$ cat src/rtl/dlfd_pkg.sv
// ----------------------------------------------------------------------------
// dlfd_pkg
// Shared types and constants for the delimited length frame deframer.
// ----------------------------------------------------------------------------
`default_nettype none

package dlfd_pkg;

  // Header layout: start byte, 2-byte type, 8-byte sender id, 4-byte length
  localparam int unsigned HEADER_BYTES = 15;
  localparam logic [3:0]  HDR_START_POS = 4'd0;
  localparam logic [3:0]  HDR_TYPE_END  = 4'd2;
  localparam logic [3:0]  HDR_LEN_POS   = 4'd11;
  localparam logic [3:0]  HDR_LAST_POS  = 4'(HEADER_BYTES - 1);

  // Delimiters
  localparam logic [7:0] START_MARK = 8'h24;
  localparam logic [7:0] END_MARK   = 8'h23;

  // Register reset value
  localparam logic [20:0] MAX_BODY_LEN_RST = 21'd65536;

  // Largest value of the 21-bit length field
  localparam logic [31:0] LEN21_MAX = 32'h001F_FFFF;

  // Result kind codes
  localparam logic KIND_BODY = 1'b0;
  localparam logic KIND_END  = 1'b1;

  // Status codes
  localparam logic [1:0] ST_OK       = 2'd0;
  localparam logic [1:0] ST_BAD_DELIM = 2'd1;
  localparam logic [1:0] ST_TOO_LONG = 2'd2;
  localparam logic [1:0] ST_UNUSED   = 2'd3;

  typedef enum logic [1:0] {
    PH_HEADER  = 2'd0,
    PH_BODY    = 2'd1,
    PH_TRAILER = 2'd2
  } phase_t;

  // One result beat
  typedef struct packed {
    logic        kind;
    logic [15:0] frame_type;
    logic [63:0] sender_id;
    logic [20:0] body_length;
    logic [19:0] body_offset;
    logic [7:0]  body_byte;
    logic [1:0]  status;
    logic        last;
  } res_t;

  // Saturate a 32-bit declared length to the 21-bit field
  function automatic logic [20:0] sat_len21(input logic [31:0] len);
    logic [20:0] r;
    if (len > LEN21_MAX) begin
      r = '1;
    end else begin
      r = len[20:0];
    end
    return r;
  endfunction

endpackage

`default_nettype wire

$ cat src/rtl/dlfd_parse.sv
// ----------------------------------------------------------------------------
// dlfd_parse
// Frame parser: header collection, body counting and trailer check, one byte
// per cycle while in_accept is high. Produces at most one result per accepted byte.
// ----------------------------------------------------------------------------
`default_nettype none

module dlfd_parse #(
  parameter int unsigned BODY_COUNT_BITS = 21
) (
  input  wire logic             clk,
  input  wire logic             rst_n,
  input  wire logic             in_accept,
  input  wire logic [7:0]       in_rx_byte,
  input  wire logic [20:0]      max_body_len,
  output dlfd_pkg::res_t        res,
  output logic                  res_valid
);

  localparam int unsigned CntW = BODY_COUNT_BITS;
  // Largest count the body counter holds
  localparam logic [32:0] CountMax = (33'd1 << CntW) - 33'd1;

  dlfd_pkg::phase_t phase_r, phase_nxt;
  logic [3:0]       header_count_r, header_count_nxt;
  logic [7:0]       start_byte_r, start_byte_nxt;
  logic [15:0]      type_r, type_nxt;
  logic [63:0]      sender_r, sender_nxt;
  logic [31:0]      length_r, length_nxt;
  logic [CntW-1:0]  body_count_r, body_count_nxt;
  logic [31:0]      count32;
  logic             too_long;
  logic             res_hit;
  logic             kind;
  logic [19:0]      offset;
  logic [7:0]       obyte;
  logic [1:0]       status;

  assign count32 = 32'(body_count_r);

  // Next state and result for the byte on the input
  always_comb begin
    phase_nxt        = phase_r;
    header_count_nxt = header_count_r;
    start_byte_nxt   = start_byte_r;
    type_nxt         = type_r;
    sender_nxt       = sender_r;
    length_nxt       = length_r;
    body_count_nxt   = body_count_r;
    res_hit          = 1'b0;
    kind             = dlfd_pkg::KIND_BODY;
    offset           = count32[19:0];
    obyte            = 8'd0;
    status           = dlfd_pkg::ST_OK;
    too_long         = 1'b0;

    case (phase_r)
      dlfd_pkg::PH_BODY: begin
        res_hit        = 1'b1;
        obyte          = in_rx_byte;
        body_count_nxt = body_count_r + {{(CntW-1){1'b0}}, 1'b1};
        if (32'(body_count_nxt) >= length_r) begin
          phase_nxt = dlfd_pkg::PH_TRAILER;
        end
      end
      dlfd_pkg::PH_TRAILER: begin
        res_hit = 1'b1;
        kind    = dlfd_pkg::KIND_END;
        if (start_byte_r != dlfd_pkg::START_MARK || in_rx_byte != dlfd_pkg::END_MARK) begin
          status = dlfd_pkg::ST_BAD_DELIM;
        end
        phase_nxt        = dlfd_pkg::PH_HEADER;
        header_count_nxt = 4'd0;
        body_count_nxt   = '0;
      end
      dlfd_pkg::PH_HEADER: begin
        // Shift the byte into its header field
        if (header_count_r == dlfd_pkg::HDR_START_POS) begin
          start_byte_nxt = in_rx_byte;
          type_nxt       = 16'd0;
          sender_nxt     = 64'd0;
          length_nxt     = 32'd0;
        end else if (header_count_r <= dlfd_pkg::HDR_TYPE_END) begin
          type_nxt = {type_r[7:0], in_rx_byte};
        end else if (header_count_r < dlfd_pkg::HDR_LEN_POS) begin
          sender_nxt = {sender_r[55:0], in_rx_byte};
        end else begin
          length_nxt = {length_r[23:0], in_rx_byte};
        end
        header_count_nxt = header_count_r + 4'd1;
        // Close the header on its last byte
        if (header_count_r == dlfd_pkg::HDR_LAST_POS) begin
          header_count_nxt = 4'd0;
          body_count_nxt   = '0;
          too_long = (length_nxt > 32'(max_body_len)) || ({1'b0, length_nxt} > CountMax);
          if (too_long) begin
            res_hit   = 1'b1;
            kind      = dlfd_pkg::KIND_END;
            offset    = 20'd0;
            status    = dlfd_pkg::ST_TOO_LONG;
            phase_nxt = dlfd_pkg::PH_HEADER;
          end else if (length_nxt == 32'd0) begin
            phase_nxt = dlfd_pkg::PH_TRAILER;
          end else begin
            phase_nxt = dlfd_pkg::PH_BODY;
          end
        end
      end
      default: begin
        phase_nxt = dlfd_pkg::PH_HEADER;
      end
    endcase
  end

  // Assemble the result beat
  always_comb begin
    res.kind        = kind;
    res.frame_type  = type_nxt;
    res.sender_id   = sender_nxt;
    res.body_length = dlfd_pkg::sat_len21(length_nxt);
    res.body_offset = offset;
    res.body_byte   = obyte;
    res.status      = status;
    res.last        = kind;
    res_valid       = in_accept & res_hit;
  end

  // Advance parser state on each accepted byte
  always_ff @(posedge clk) begin
    if (!rst_n) begin
      phase_r        <= dlfd_pkg::PH_HEADER;
      header_count_r <= 4'd0;
      start_byte_r   <= 8'd0;
      type_r         <= 16'd0;
      sender_r       <= 64'd0;
      length_r       <= 32'd0;
      body_count_r   <= '0;
    end else if (in_accept) begin
      phase_r        <= phase_nxt;
      header_count_r <= header_count_nxt;
      start_byte_r   <= start_byte_nxt;
      type_r         <= type_nxt;
      sender_r       <= sender_nxt;
      length_r       <= length_nxt;
      body_count_r   <= body_count_nxt;
    end
  end

endmodule

`default_nettype wire

$ cat src/rtl/dlfd_skid.sv
// ----------------------------------------------------------------------------
// dlfd_skid
// Two-entry output buffer: a main result register plus a skid register, so
// the input stall is a registered signal.
// ----------------------------------------------------------------------------
`default_nettype none

module dlfd_skid (
  input  wire logic           clk,
  input  wire logic           rst_n,
  input  wire dlfd_pkg::res_t res,
  input  wire logic           res_valid,
  output logic                full,
  output dlfd_pkg::res_t      out_res,
  output logic                out_valid,
  input  wire logic           out_stall
);

  dlfd_pkg::res_t main_r, skid_r;
  logic           main_valid_r, skid_valid_r;

  assign full      = skid_valid_r;
  assign out_res   = main_r;
  assign out_valid = main_valid_r;

  // Control: load main when free, park in skid when main is held
  always_ff @(posedge clk) begin
    if (!rst_n) begin
      main_valid_r <= 1'b0;
      skid_valid_r <= 1'b0;
    end else if (!main_valid_r || !out_stall) begin
      if (skid_valid_r) begin
        main_valid_r <= 1'b1;
        skid_valid_r <= 1'b0;
      end else begin
        main_valid_r <= res_valid;
      end
    end else if (res_valid) begin
      skid_valid_r <= 1'b1;
    end
  end

  // Payload
  always_ff @(posedge clk) begin
    if (!main_valid_r || !out_stall) begin
      if (skid_valid_r) begin
        main_r <= skid_r;
      end else if (res_valid) begin
        main_r <= res;
      end
    end else if (res_valid) begin
      skid_r <= res;
    end
  end

endmodule

`default_nettype wire

$ cat src/rtl/delimited_length_frame_deframer.sv
// ----------------------------------------------------------------------------
// delimited_length_frame_deframer
// Recovers start/type/sender/length/body/trailer frames from a byte stream.
// ----------------------------------------------------------------------------
// Input channel (in_valid, in_stall, in_rx_byte) carries one stream byte per
// beat. Output channel (out_valid, out_stall, out_*) carries one result per
// beat: a body byte tagged with the frame header, or a frame-end beat with
// status and last set. Header bytes produce no beat, but for the too-long case below.
// cfg_valid/cfg_ready write max_body_len; cfg_ready is always high. Write it
// only while no frame is in flight.
// Throughput: one byte per cycle while in_stall is low. A result is registered
// in the output register (or the skid register while the output stalls); all
// parsing happens in a single pass between parser and output registers.
// The output has two result registers; in_stall rises only when both hold
// results, so header bytes keep flowing while one result waits.
// Reset (rst_n low, synchronous) returns the parser to header hunting,
// empties the output and sets max_body_len to 65536.
// A declared length above max_body_len (or beyond the body counter) yields a
// frame-end beat with status too-long right after the header; the next byte
// starts a new header.
// ----------------------------------------------------------------------------
`default_nettype none

module delimited_length_frame_deframer #(
  parameter int unsigned BODY_COUNT_BITS = 21
) (
  input  wire logic        clk,
  input  wire logic        rst_n,
  input  wire logic        in_valid,
  output logic             in_stall,
  input  wire logic [7:0]  in_rx_byte,
  output logic             out_valid,
  input  wire logic        out_stall,
  output logic             out_kind,
  output logic [15:0]      out_frame_type,
  output logic [63:0]      out_sender_id,
  output logic [20:0]      out_body_length,
  output logic [19:0]      out_body_offset,
  output logic [7:0]       out_body_byte,
  output logic [1:0]       out_status,
  output logic             out_last,
  input  wire logic        cfg_valid,
  output logic             cfg_ready,
  input  wire logic [20:0] cfg_max_body_len
);

  logic [20:0]    max_len_r;
  logic           in_accept;
  logic           full;
  dlfd_pkg::res_t res, out_res;
  logic           res_valid;

  assign cfg_ready = 1'b1;
  assign in_stall  = full;
  assign in_accept = in_valid & ~full;

  // Configuration register
  always_ff @(posedge clk) begin
    if (!rst_n) begin
      max_len_r <= dlfd_pkg::MAX_BODY_LEN_RST;
    end else if (cfg_valid && cfg_ready) begin
      max_len_r <= cfg_max_body_len;
    end
  end

  dlfd_parse #(
    .BODY_COUNT_BITS(BODY_COUNT_BITS)
  ) u_parse (
    .clk          (clk),
    .rst_n        (rst_n),
    .in_accept    (in_accept),
    .in_rx_byte   (in_rx_byte),
    .max_body_len (max_len_r),
    .res          (res),
    .res_valid    (res_valid)
  );

  dlfd_skid u_skid (
    .clk       (clk),
    .rst_n     (rst_n),
    .res       (res),
    .res_valid (res_valid),
    .full      (full),
    .out_res   (out_res),
    .out_valid (out_valid),
    .out_stall (out_stall)
  );

  assign out_kind        = out_res.kind;
  assign out_frame_type  = out_res.frame_type;
  assign out_sender_id   = out_res.sender_id;
  assign out_body_length = out_res.body_length;
  assign out_body_offset = out_res.body_offset;
  assign out_body_byte   = out_res.body_byte;
  assign out_status      = out_res.status;
  assign out_last        = out_res.last;

endmodule

`default_nettype wire

$ cat config.mk
export PLATFORM = sky130hd
export DESIGN_NAME = delimited_length_frame_deframer
export DESIGN_NICKNAME = d
export VERILOG_FILES = /design/src/rtl/dlfd_pkg.sv /design/src/rtl/dlfd_parse.sv /design/src/rtl/dlfd_skid.sv /design/src/rtl/delimited_length_frame_deframer.sv
export SDC_FILE = /design/constraint.sdc
export NUM_CORES = 1
export LEC_CHECK = 0
export BUFFER_PORTS_ARGS = -buffer_cell sky130_fd_sc_hd__buf_2
export CORE_ASPECT_RATIO = 2
export CORE_UTILIZATION = 40
export CTS_CLUSTER_DIAMETER = 120
export DETAILED_ROUTE_END_ITERATION = 7
export GPL_ROUTABILITY_DRIVEN = 0
export MAX_ROUTING_LAYER = met4
export PLACE_DENSITY_LB_ADDON = 0.2
export SLEW_MARGIN = 20
export SYNTH_ARGS = -nofsm -noshare
export SYNTH_HDL_FRONTEND = slang
export SYNTH_SLANG_ARGS = --single-unit
export TNS_END_PERCENT = 30
$ cat constraint.sdc
create_clock -name clk -period 9.3 [get_ports clk]
set_clock_uncertainty 0.1 [all_clocks]
set_input_delay 0.465 -clock clk [delete_from_list [all_inputs] [get_ports clk]]
set_output_delay 0.465 -clock clk [all_outputs]
set_load 0.01 [all_outputs]
==> results of run 1 <==
[synth_stat cells, types with 16 or more instances]
library cell / count / area share
sky130_fd_sc_hd__ha_1: 47 / 0.030
sky130_fd_sc_hd__clkbuf_1: 87 / 0.017
sky130_fd_sc_hd__mux2_2: 45 / 0.026
sky130_fd_sc_hd__o31ai_1: 93 / 0.036
sky130_fd_sc_hd__a22oi_1: 18 / 0.0069
sky130_fd_sc_hd__nand2_1: 363 / 0.070
sky130_fd_sc_hd__inv_1: 57 / 0.011
sky130_fd_sc_hd__o21ai_0: 22 / 0.0056
sky130_fd_sc_hd__o211ai_1: 24 / 0.0092
sky130_fd_sc_hd__buf_2: 20 / 0.0051
sky130_fd_sc_hd__a21o_1: 16 / 0.0062
sky130_fd_sc_hd__edfxtp_1: 264 / 0.41
sky130_fd_sc_hd__nor2_1: 166 / 0.032
sky130_fd_sc_hd__mux2i_1: 102 / 0.052
sky130_fd_sc_hd__nand3_1: 40 / 0.010
sky130_fd_sc_hd__a21oi_1: 155 / 0.040
sky130_fd_sc_hd__buf_1: 19 / 0.0037
sky130_fd_sc_hd__dfxtp_1: 170 / 0.17
[sequential cells by signal, indices dropped and copies added (netlist names), 8 cells and up]
register and flops:
u_skid.out_res 132, u_skid.skid_r 132, u_parse.sender_r 64, u_parse.length_r 32, max_len_r 21, u_parse.body_count_r 21
u_parse.type_r 16, u_parse.start_byte_r 8
[through the flow]
stage | hold WS (ps) | cell area [sq um] | util | worst slack [ps]
2_1_floorplan | 332 | 19500 | - | 2650
3_3_place_gp | 340 | 20800 | 0.431 | 3040
3_5_place_dp | 346 | 20800 | 0.431 | 2790
4_1_cts | 7.25 | 22100 | 0.458 | 2750
5_1_grt | 20.6 | 22100 | 0.458 | 2300
6_report | 39.0 | 22100 | 0.458 | 2750
[cells by family after synthesis]
group | count (synthesis)
adder cells (fa/ha/maj) | 47
multiplexers | 147
other | 1
XOR/XNOR | 19
AND/OR/NAND/NOR | 659
buffers and inverters | 190
AO/OA/AOI/OAI | 365
flip-flops | 434
[critical path, stage by stage, from the launching register on]
cell                      delay, ps
sky130_fd_sc_hd__dfxtp_1        870
sky130_fd_sc_hd__inv_2          280
sky130_fd_sc_hd__nor2_1         450
sky130_fd_sc_hd__buf_4          280
sky130_fd_sc_hd__nand2_1         70
sky130_fd_sc_hd__a21oi_1        250
sky130_fd_sc_hd__ha_1           300
sky130_fd_sc_hd__and2_1         150
sky130_fd_sc_hd__and4_1         230
sky130_fd_sc_hd__nand3_1        150
sky130_fd_sc_hd__nor3b_1        190
sky130_fd_sc_hd__a31oi_1         80
sky130_fd_sc_hd__buf_4          210
sky130_fd_sc_hd__nand2_2        310
sky130_fd_sc_hd__o31a_2         870
sky130_fd_sc_hd__buf_4          640
sky130_fd_sc_hd__buf_4          630
[how the worst min path moves through the flow]
stage	startpoint	endpoint	slack, ps	depth (start not counted)
finish	cfg_max_body_len[8]	max_len_r[8]$_SDFFE_PN0P_	40	3
detailed placement	u_parse.type_r[12]$_SDFFE_PN0P_	u_parse.type_r[12]$_SDFFE_PN0P_	350	2
global route	cfg_max_body_len[18]	max_len_r[18]$_SDFFE_PN0P_	20	3
floorplan	u_parse.start_byte_r[2]$_SDFFE_PN0P_	u_parse.start_byte_r[2]$_SDFFE_PN0P_	330	2
global placement	u_parse.start_byte_r[2]$_SDFFE_PN0P_	u_parse.start_byte_r[2]$_SDFFE_PN0P_	340	2
CTS	cfg_max_body_len[18]	max_len_r[18]$_SDFFE_PN0P_	7	3
[power by group through the flow]
stage | registers [mW] | clock network (mW) | logic [mW]
floorplan | 2.14 | 0 | 0.196
global placement | 2.13 | 0 | 0.299
detailed placement | 2.13 | 0 | 0.306
CTS | 2.09 | 1.70 | 0.306
global route | 2.09 | 1.77 | 0.330
finish | 2.09 | 1.65 | 0.304
[routing by layer]
metal / part of all wire / routed length [um] / vias up
li1: - / - / 6815
met1: 0.38 / 20200 / 6815
met2: 0.51 / 26700 / 469
met3: 0.044 / 2330 / 168
met4: 0.065 / 3430 / 0
met5: 0 / 0 / -
[area by class of cell]
type,instances,area (sq um)
Clock buffer,49,1070
Clock inverter,25,219
Fill cell,4666,26100
Tap cell,638,798
Sequential cell,434,11300
Inverter,59,224
Timing Repair Buffer,185,968
Multi-Input combinational cell,1238,7460
==> results by stage, run 1 <==
CTS:
- CTS built an H-tree with a depth of 2.
- No sink is reached through more buffers than the 3 on the longest clock path.
- The number of hold buffers added after CTS was 0.
- TritonCTS built the clock tree.
- After clock tree synthesis, the repair step resized 0 gates.
- Clock tree synthesis found a total of 434 sinks.
- The post-CTS setup-driven buffer insertion count is 0.
- The clock tree root driver cell is sky130_fd_sc_hd__clkbuf_16.
- The clock slew seen by the registers of the worst setup and hold paths is 60 ps.
- The clock latency of the later-clocked register in the worst-skew pair is 570 ps.
- The number of buffers created by CTS is 40.

Power:
- The share of total power dissipated in combinational logic is 0.075.
- Of the total power, the share spent switching nets is 0.243.
- The largest vdd supply drop is 0.119 mV.
- The power per standard cell area is 183 nW/um^2.
- The proportion of power drawn by flip-flops and latches is 0.517.
- The clock group share of total power is 0.408.
- The internal portion of the total power is 3.06 mW.
- Summed over all cells, the static leakage comes to 8.09 nW.
- The design draws 4.04 mW.
- For this design the total switching power over the nets is 0.984 mW.

Floorplan:
- Pin placement for this block handled 170 I/O pins.
- The die covers 49700 sq um.
- In this run the core area contains 114 standard-cell rows.
- Measured along the y axis, the die boundary spans 314 um.
- The starting utilization of the core area is 0.404.
- The floorplan step set the die width to 158 um.
- The total area inside the core boundary comes to 48200 sq um.

Timing:
- Summed over all failing endpoints, the final setup total negative slack is 0 ps.
- The final setup violation count is 0.
- The hold violation total from the final report is 0.
- At the pin with the least slew margin, the transition time is 1100 ps.
- For this run, the top clock speed supported by timing is 153 MHz.
- In the finished design, the share of the clock period the worst path needs comes to 0.705.
- Setup repair after global routing left no endpoint under its margin.
- The worst-case headroom to the max-slew limit is 0.268.
- The final max-slew violation count is 0.
- The minimum clock period after layout is 6550 ps.

GRT:
- The via count of the first global-routing pass is 13828.
- The met3 track utilization from global routing is 0.0279.
- The total global routing overflow is 0.
- The layer with the highest usage after global routing is met2.
- The number of antenna violations at the first check in global routing is 0.
- The global-route met1 utilization is 0.245.
- The first global-routing pass estimated 80700 um of wire.
- The global router's overall resource usage is 0.220.
- The met2 demand-to-capacity share in global routing is 0.371.
- Entering global routing, the biggest net connects 94 pins.

Synth:
- In the synthesized netlist the dominant register cell turns out to be sky130_fd_sc_hd__edfxtp_1.
- The simple-gate share of the synthesized area is 0.143.
- After synthesis the netlist holds a flip-flop and latch count of 434.
- For this run, the number of Yosys warnings is 0.
- The net count after synthesis is 1943.
- Counting distinct cell types in the post-synthesis netlist gives 67.
- The proportion of synthesized flip-flops having asynchronous set or reset is 0.
- The xor and xnor area share after synthesis is 0.00854.
- The share of the synthesized area in compound gates (AO/OA/AOI/OAI) is 0.119.
- The average cell area after synthesis is 10.5 sq um.
- The synthesized design contains 264 enable-type register cells.
- After synthesis the cells add up to 19500 sq um.
- The portion of synthesized area spent on multiplexers is 0.0784.
- The combinational family with the most area after synthesis is simple AND/OR/NAND/NOR gates.
- For this run, the register share of the synthesized area comes to 0.581.
- The adder-cell share of the synthesized area is 0.0302.
- The gate count after technology mapping is 1862.

Cells and area:
- The filler-free cell count of the finished design is 2628.
- The number of antenna diodes is 0.
- The top cell types in the final layout, fill and taps aside, are 362 x sky130_fd_sc_hd__nand2_1, 264 x sky130_fd_sc_hd__edfxtp_1, 169 x sky130_fd_sc_hd__dfxtp_1.
- In the final layout, the share of cells above drive strength 1 is 0.159.
- Compared with the post-synthesis result, the final layout area differs by 13.2%.
- The layout net count is 2039.
- Leaving out fill and tap cells, the most frequent cell in the layout is sky130_fd_sc_hd__nand2_1.

Drt:
- The mean number of vias per cell is 5.43.
- The detailed router placed 14267 vias in this run.
- The routed length per instance is 20.0 um.
- The sum of routed wire length over all layers is 52600 um.
- The remaining design rule violation count is 0.
- The first-pass detailed-route iteration total is 7.
- The detail route stage leaves a number of antenna-violating nets equal to 0.
- For this block, the initial DRC count from the detailed router was 1094.

Setup path:
- The critical path in this run is classified as flip-flop to flip-flop.
- The signal arrival time at the worst endpoint is 6650 ps.
- In this run the critical register-to-register path is captured at u_skid.out_res[108]$_DFFE_PP_.
- The worst setup path is captured at a flip-flop.
- The startpoint of the most critical setup path is u_parse.header_count_r[3]$_SDFFE_PN0P_.
- STA puts the critical path data required time at 9390 ps.
- The worst register-to-register path has a depth of 16.
- Along the worst path, the maximum fanout reaches 54.
- The beginning of the worst register-to-register path is u_parse.header_count_r[3]$_SDFFE_PN0P_.
- STA classifies the critical path startpoint as a flip-flop.
- The critical path ends at u_skid.out_res[108]$_DFFE_PP_.
- Across all register-to-register paths, the minimum setup slack is 2750 ps.

Place:
- Including well taps, the total number of placed cells is 2554.
- The placed wire-length estimate after detailed placement is 34700 um.
- In this run the tool buffered the top-level ports with 168 buffer cells.

Flow run:
- Max-cap violations in this run came to 0.

Status:
- The flow ran to the end, and the final reports show no timing, DRC or antenna violations.

Min path:
- The worst min-delay path class is input pin to flip-flop.
Power figures use the tool's default switching activity.
==> run 2, diff against run 1 <==
==> constraint.sdc (replaced) <==
create_clock -name clk -period 6 [get_ports clk]
set_clock_uncertainty 0.1 [all_clocks]
set_input_delay 0.3 -clock clk [delete_from_list [all_inputs] [get_ports clk]]
set_output_delay 0.3 -clock clk [all_outputs]
set_load 0.01 [all_outputs]
==> run 2 against run 1 <==
- cell area up 0.92%
- setup slack worse by 2200 ps
- largest cell class unchanged
- sequential share of layout area down 0.47 points
- critical path type unchanged
- cell count up 0.88%
- critical endpoint is now u_skid.out_res[20]$_DFFE_PP_
- fmax up 20%
- clock power up 46%
- sequential power up 55%
- combinational power up 61%
- largest power group unchanged
- non-clock buffer count up 27
- routed wire length down 0.53%
==> results by stage, run 2 (synthesized netlist as in run 1, its figures left out) <==
Place:
- The total placed instance area is 20900 sq um.
- Detailed placement finished with a half-perimeter wire length of 35100 um.
- During placement, the flow inserted port buffers numbering 168.
- Prior to clock tree synthesis, the placed netlist has a worst setup slack of 608 ps.

GRT:
- The global router's overall resource usage is 0.218.
- Global routing finished with a remaining overflow of 0.
- The via count of the first global-routing pass is 14068.
- The number of antenna violations at the first check in global routing was 0.
- The first global-routing pass estimated 80000 um of wire.
- Entering global routing, the biggest net connects 98 pins.

Drt:
- The count of vias placed by the detailed router is 14319.
- The number of DRC markers after the initial detailed-route iteration is 1039.
- In this run the remaining antenna-violating nets after routing total 0.
- The first detailed-routing pass ran for 5 iterations.
- After detailed routing, the total wire length is 52400 um.
- After detailed routing, the number of remaining DRC violations is 0.
- The mean number of vias per cell is 5.40.
- In the final routed layout, each cell accounts on average for 19.8 um.

Power:
- In this run the power density over the cells is 276 nW/um^2.
- The overall power is 6.14 mW.
- The largest vdd supply drop is 0.172 mV.
- The leakage dissipation is 8.17 nW.

CTS:
- The number of buffers created by CTS is 38.
- The longest clock path from root to sink contains 3 buffers.
- The tree built by TritonCTS fans out to 434 sinks.
- The number of gates given a new drive strength after cts is 0.
- The CTS tree is built.
- The H-tree was split into 2 levels.
- The clock latency of the later-clocked register in the worst-skew pair is 540 ps.
- The clock tree root driver cell is sky130_fd_sc_hd__clkbuf_16.
- The clock slew seen by the registers of the worst setup and hold paths is 80 ps.

Setup path:
- The worst register-to-register path ends at u_skid.out_res[20]$_DFFE_PP_.
- The signal arrival time at the worst endpoint is 5590 ps.
- The required time of the critical path is 6120 ps.
- The cell class contributing the biggest share of worst-path delay is simple AND/OR/NAND/NOR gates.
- The worst reg2reg path depth is 13.
- The worst setup path is of the flip-flop to flip-flop kind.
- Traced cell by cell, the critical path runs through a21o_1 > nand2_1 > nand2_1 > a21oi_1 > ha_1 > nand4_1 > nor3_1 > nand3_1 > nor3b_1 > a31oi_1 > nand2_2 > o31a_4 > buf_4.
- The highest net fanout along the worst path is 44.
- Together, buffers and inverters on the worst path number 1.
- The register-to-register setup slack is 530 ps.
- The maximum cell stage delay along the critical path is 640 ps.
- The beginning of the worst register-to-register path is u_parse.header_count_r[0]$_SDFFE_PN0P_.
- The critical path endpoint category is a flip-flop.
- The slowest stage of the critical path belongs to the cell sky130_fd_sc_hd__dfxtp_1.
- The sort of element at the start of the critical path is a flip-flop.
- The library cell appearing most often on the critical path is sky130_fd_sc_hd__nand2_1.

Timing:
- Setup violations remaining at the end of the flow were counted as 0.
- The share of the cycle needed by the critical path after routing is 0.911.
- The worst pin sits at a relative slew slack of 0.283.
- The worst path meets setup with 535 ps of slack.
- The minimum clock period after layout is 5470 ps.
- The hold violation total from the final report is 0.
- Setup repair after global routing left no endpoint under its margin.
- The slew of the pin with the lowest slew margin is 1080 ps.
- Adding up every negative setup slack in the final design gives 0 ps.
- Static timing analysis puts the maximum clock frequency at 183 MHz.
- The final max-slew violation count was 0.

Cells and area:
- Of the cells placed in the final design, the portion with a size suffix greater than 1 is 0.156.
- Leaving out fill and tap cells, the most frequent cell in the layout is sky130_fd_sc_hd__nand2_1.
- The final cell utilization of the core is 0.462.
- Relative to the synthesized area, the layout overhead comes to 14.2%.
- The library cells used most frequently in the layout, excluding fill and tap cells, are 363 x sky130_fd_sc_hd__nand2_1, 264 x sky130_fd_sc_hd__edfxtp_1, 169 x sky130_fd_sc_hd__dfxtp_1.
- After the last flow step, the layout net total stands at 2064.
- The filler cell count in the final layout is 4613.
- The finished cells cover 22300 sq um.

Floorplan:
- The number of core rows is 114.
- During I/O placement, the number of pins put on the boundary was 170.
- The floorplan step set the die width to 158 um.
- The core footprint is 48200 sq um.
- The vertical die dimension is 314 um.
- The die covers 49700 sq um.
- The initial utilization of the core area, before any placement, comes to 0.404.

Status:
- The flow ran to the end, and the final reports show no timing, DRC or antenna violations.

Min path:
- The worst-case hold path end point is u_parse.start_byte_r[5]$_SDFFE_PN0P_.
- The worst min-delay path startpoint is in_rx_byte[5].
- The tightest min-delay check is of the input pin to flip-flop type.
- Counting instances, the worst hold path has a depth of 3.

Flow run:
- Across the run, the number of max-cap violations was 0.
-- run 2: changes by cell type in the layout (fill, tap and decap cells not counted), sizes merged --
cell / before / now
diode: 0 / 1
buf: 185 / 190
bufinv: 3 / 2
dlygate4sd3: 0 / 22
clkinv: 16 / 15
clkinvlp: 4 / 3
clkbuf: 49 / 47
-- run 2: layout make-up --
cell class / instances / area, sq um / share of cell area
sequential: 434 / 11300 / 0.509
multi-input combinational: 1238 / 7460 / 0.335
timing repair buffer: 212 / 1260 / 0.0567
clock buffer: 47 / 1020 / 0.0456
tap: 638 / 798 / 0.0358
inverter: 59 / 224 / 0.0101
clock inverter: 22 / 171 / 0.00770
antenna: 1 / 2.50 / 0.000112
-- run 2: layer usage --
layer	GRT usage	wire, um
met1	0.239	20100
met2	0.379	27200
met3	0.0241	2130
met4	0.119	2990
met5	-	0
-- run 2: worst max path at each step --
| stage | cells after the start | end | start |
|---|---|---|---|
| 2_1_floorplan | 13 | u_skid.skid_r[100]$_DFFE_PP_ | u_parse.header_count_r[1]$_SDFFE_PN0P_ |
| 3_3_place_gp | 12 | u_skid.skid_r[105]$_DFFE_PP_ | u_parse.header_count_r[0]$_SDFFE_PN0P_ |
| 3_5_place_dp | 13 | u_skid.out_res[21]$_DFFE_PP_ | u_parse.header_count_r[0]$_SDFFE_PN0P_ |
| 4_1_cts | 13 | u_skid.out_res[20]$_DFFE_PP_ | u_parse.header_count_r[0]$_SDFFE_PN0P_ |
| 5_1_grt | 13 | u_skid.out_res[26]$_DFFE_PP_ | u_parse.header_count_r[0]$_SDFFE_PN0P_ |
| 6_report | 13 | u_skid.out_res[20]$_DFFE_PP_ | u_parse.header_count_r[0]$_SDFFE_PN0P_ |
-- run 2: worst reg2reg max path, cell delays in order (launching register included) --
cell and delay [ps]:
sky130_fd_sc_hd__dfxtp_1 640, sky130_fd_sc_hd__a21o_1 560, sky130_fd_sc_hd__nand2_1 540, sky130_fd_sc_hd__nand2_1 200, sky130_fd_sc_hd__a21oi_1 130, sky130_fd_sc_hd__ha_1 360, sky130_fd_sc_hd__nand4_1 180, sky130_fd_sc_hd__nor3_1 370
sky130_fd_sc_hd__nand3_1 200, sky130_fd_sc_hd__nor3b_1 180, sky130_fd_sc_hd__a31oi_1 300, sky130_fd_sc_hd__nand2_2 320, sky130_fd_sc_hd__o31a_4 620, sky130_fd_sc_hd__buf_4 430
-- run 2: repair_timing --
action                                 CTS  global route
endpoints found under the hold margin   21             0
hold buffers                            22             0
buffers inserted                         0             0
-- run 2: where the power goes --
group	internal, mW	total [mW]	switching (mW)	leakage, nW
registers	3.21	3.24	0.0268	3.75
logic	0.141	0.488	0.348	3.84
clock network	1.30	2.41	1.11	0.579
-- run 2: stage by stage --
| stage | hold slack, ps | cells |
|---|---|---|
| 2_1_floorplan | 299 | 1862 |
| 3_3_place_gp | 340 | 2559 |
| 3_5_place_dp | 349 | 2559 |
| 4_1_cts | 16.1 | 2650 |
| 5_1_grt | 9.95 | 2650 |
| 6_report | 33.5 | 2651 |
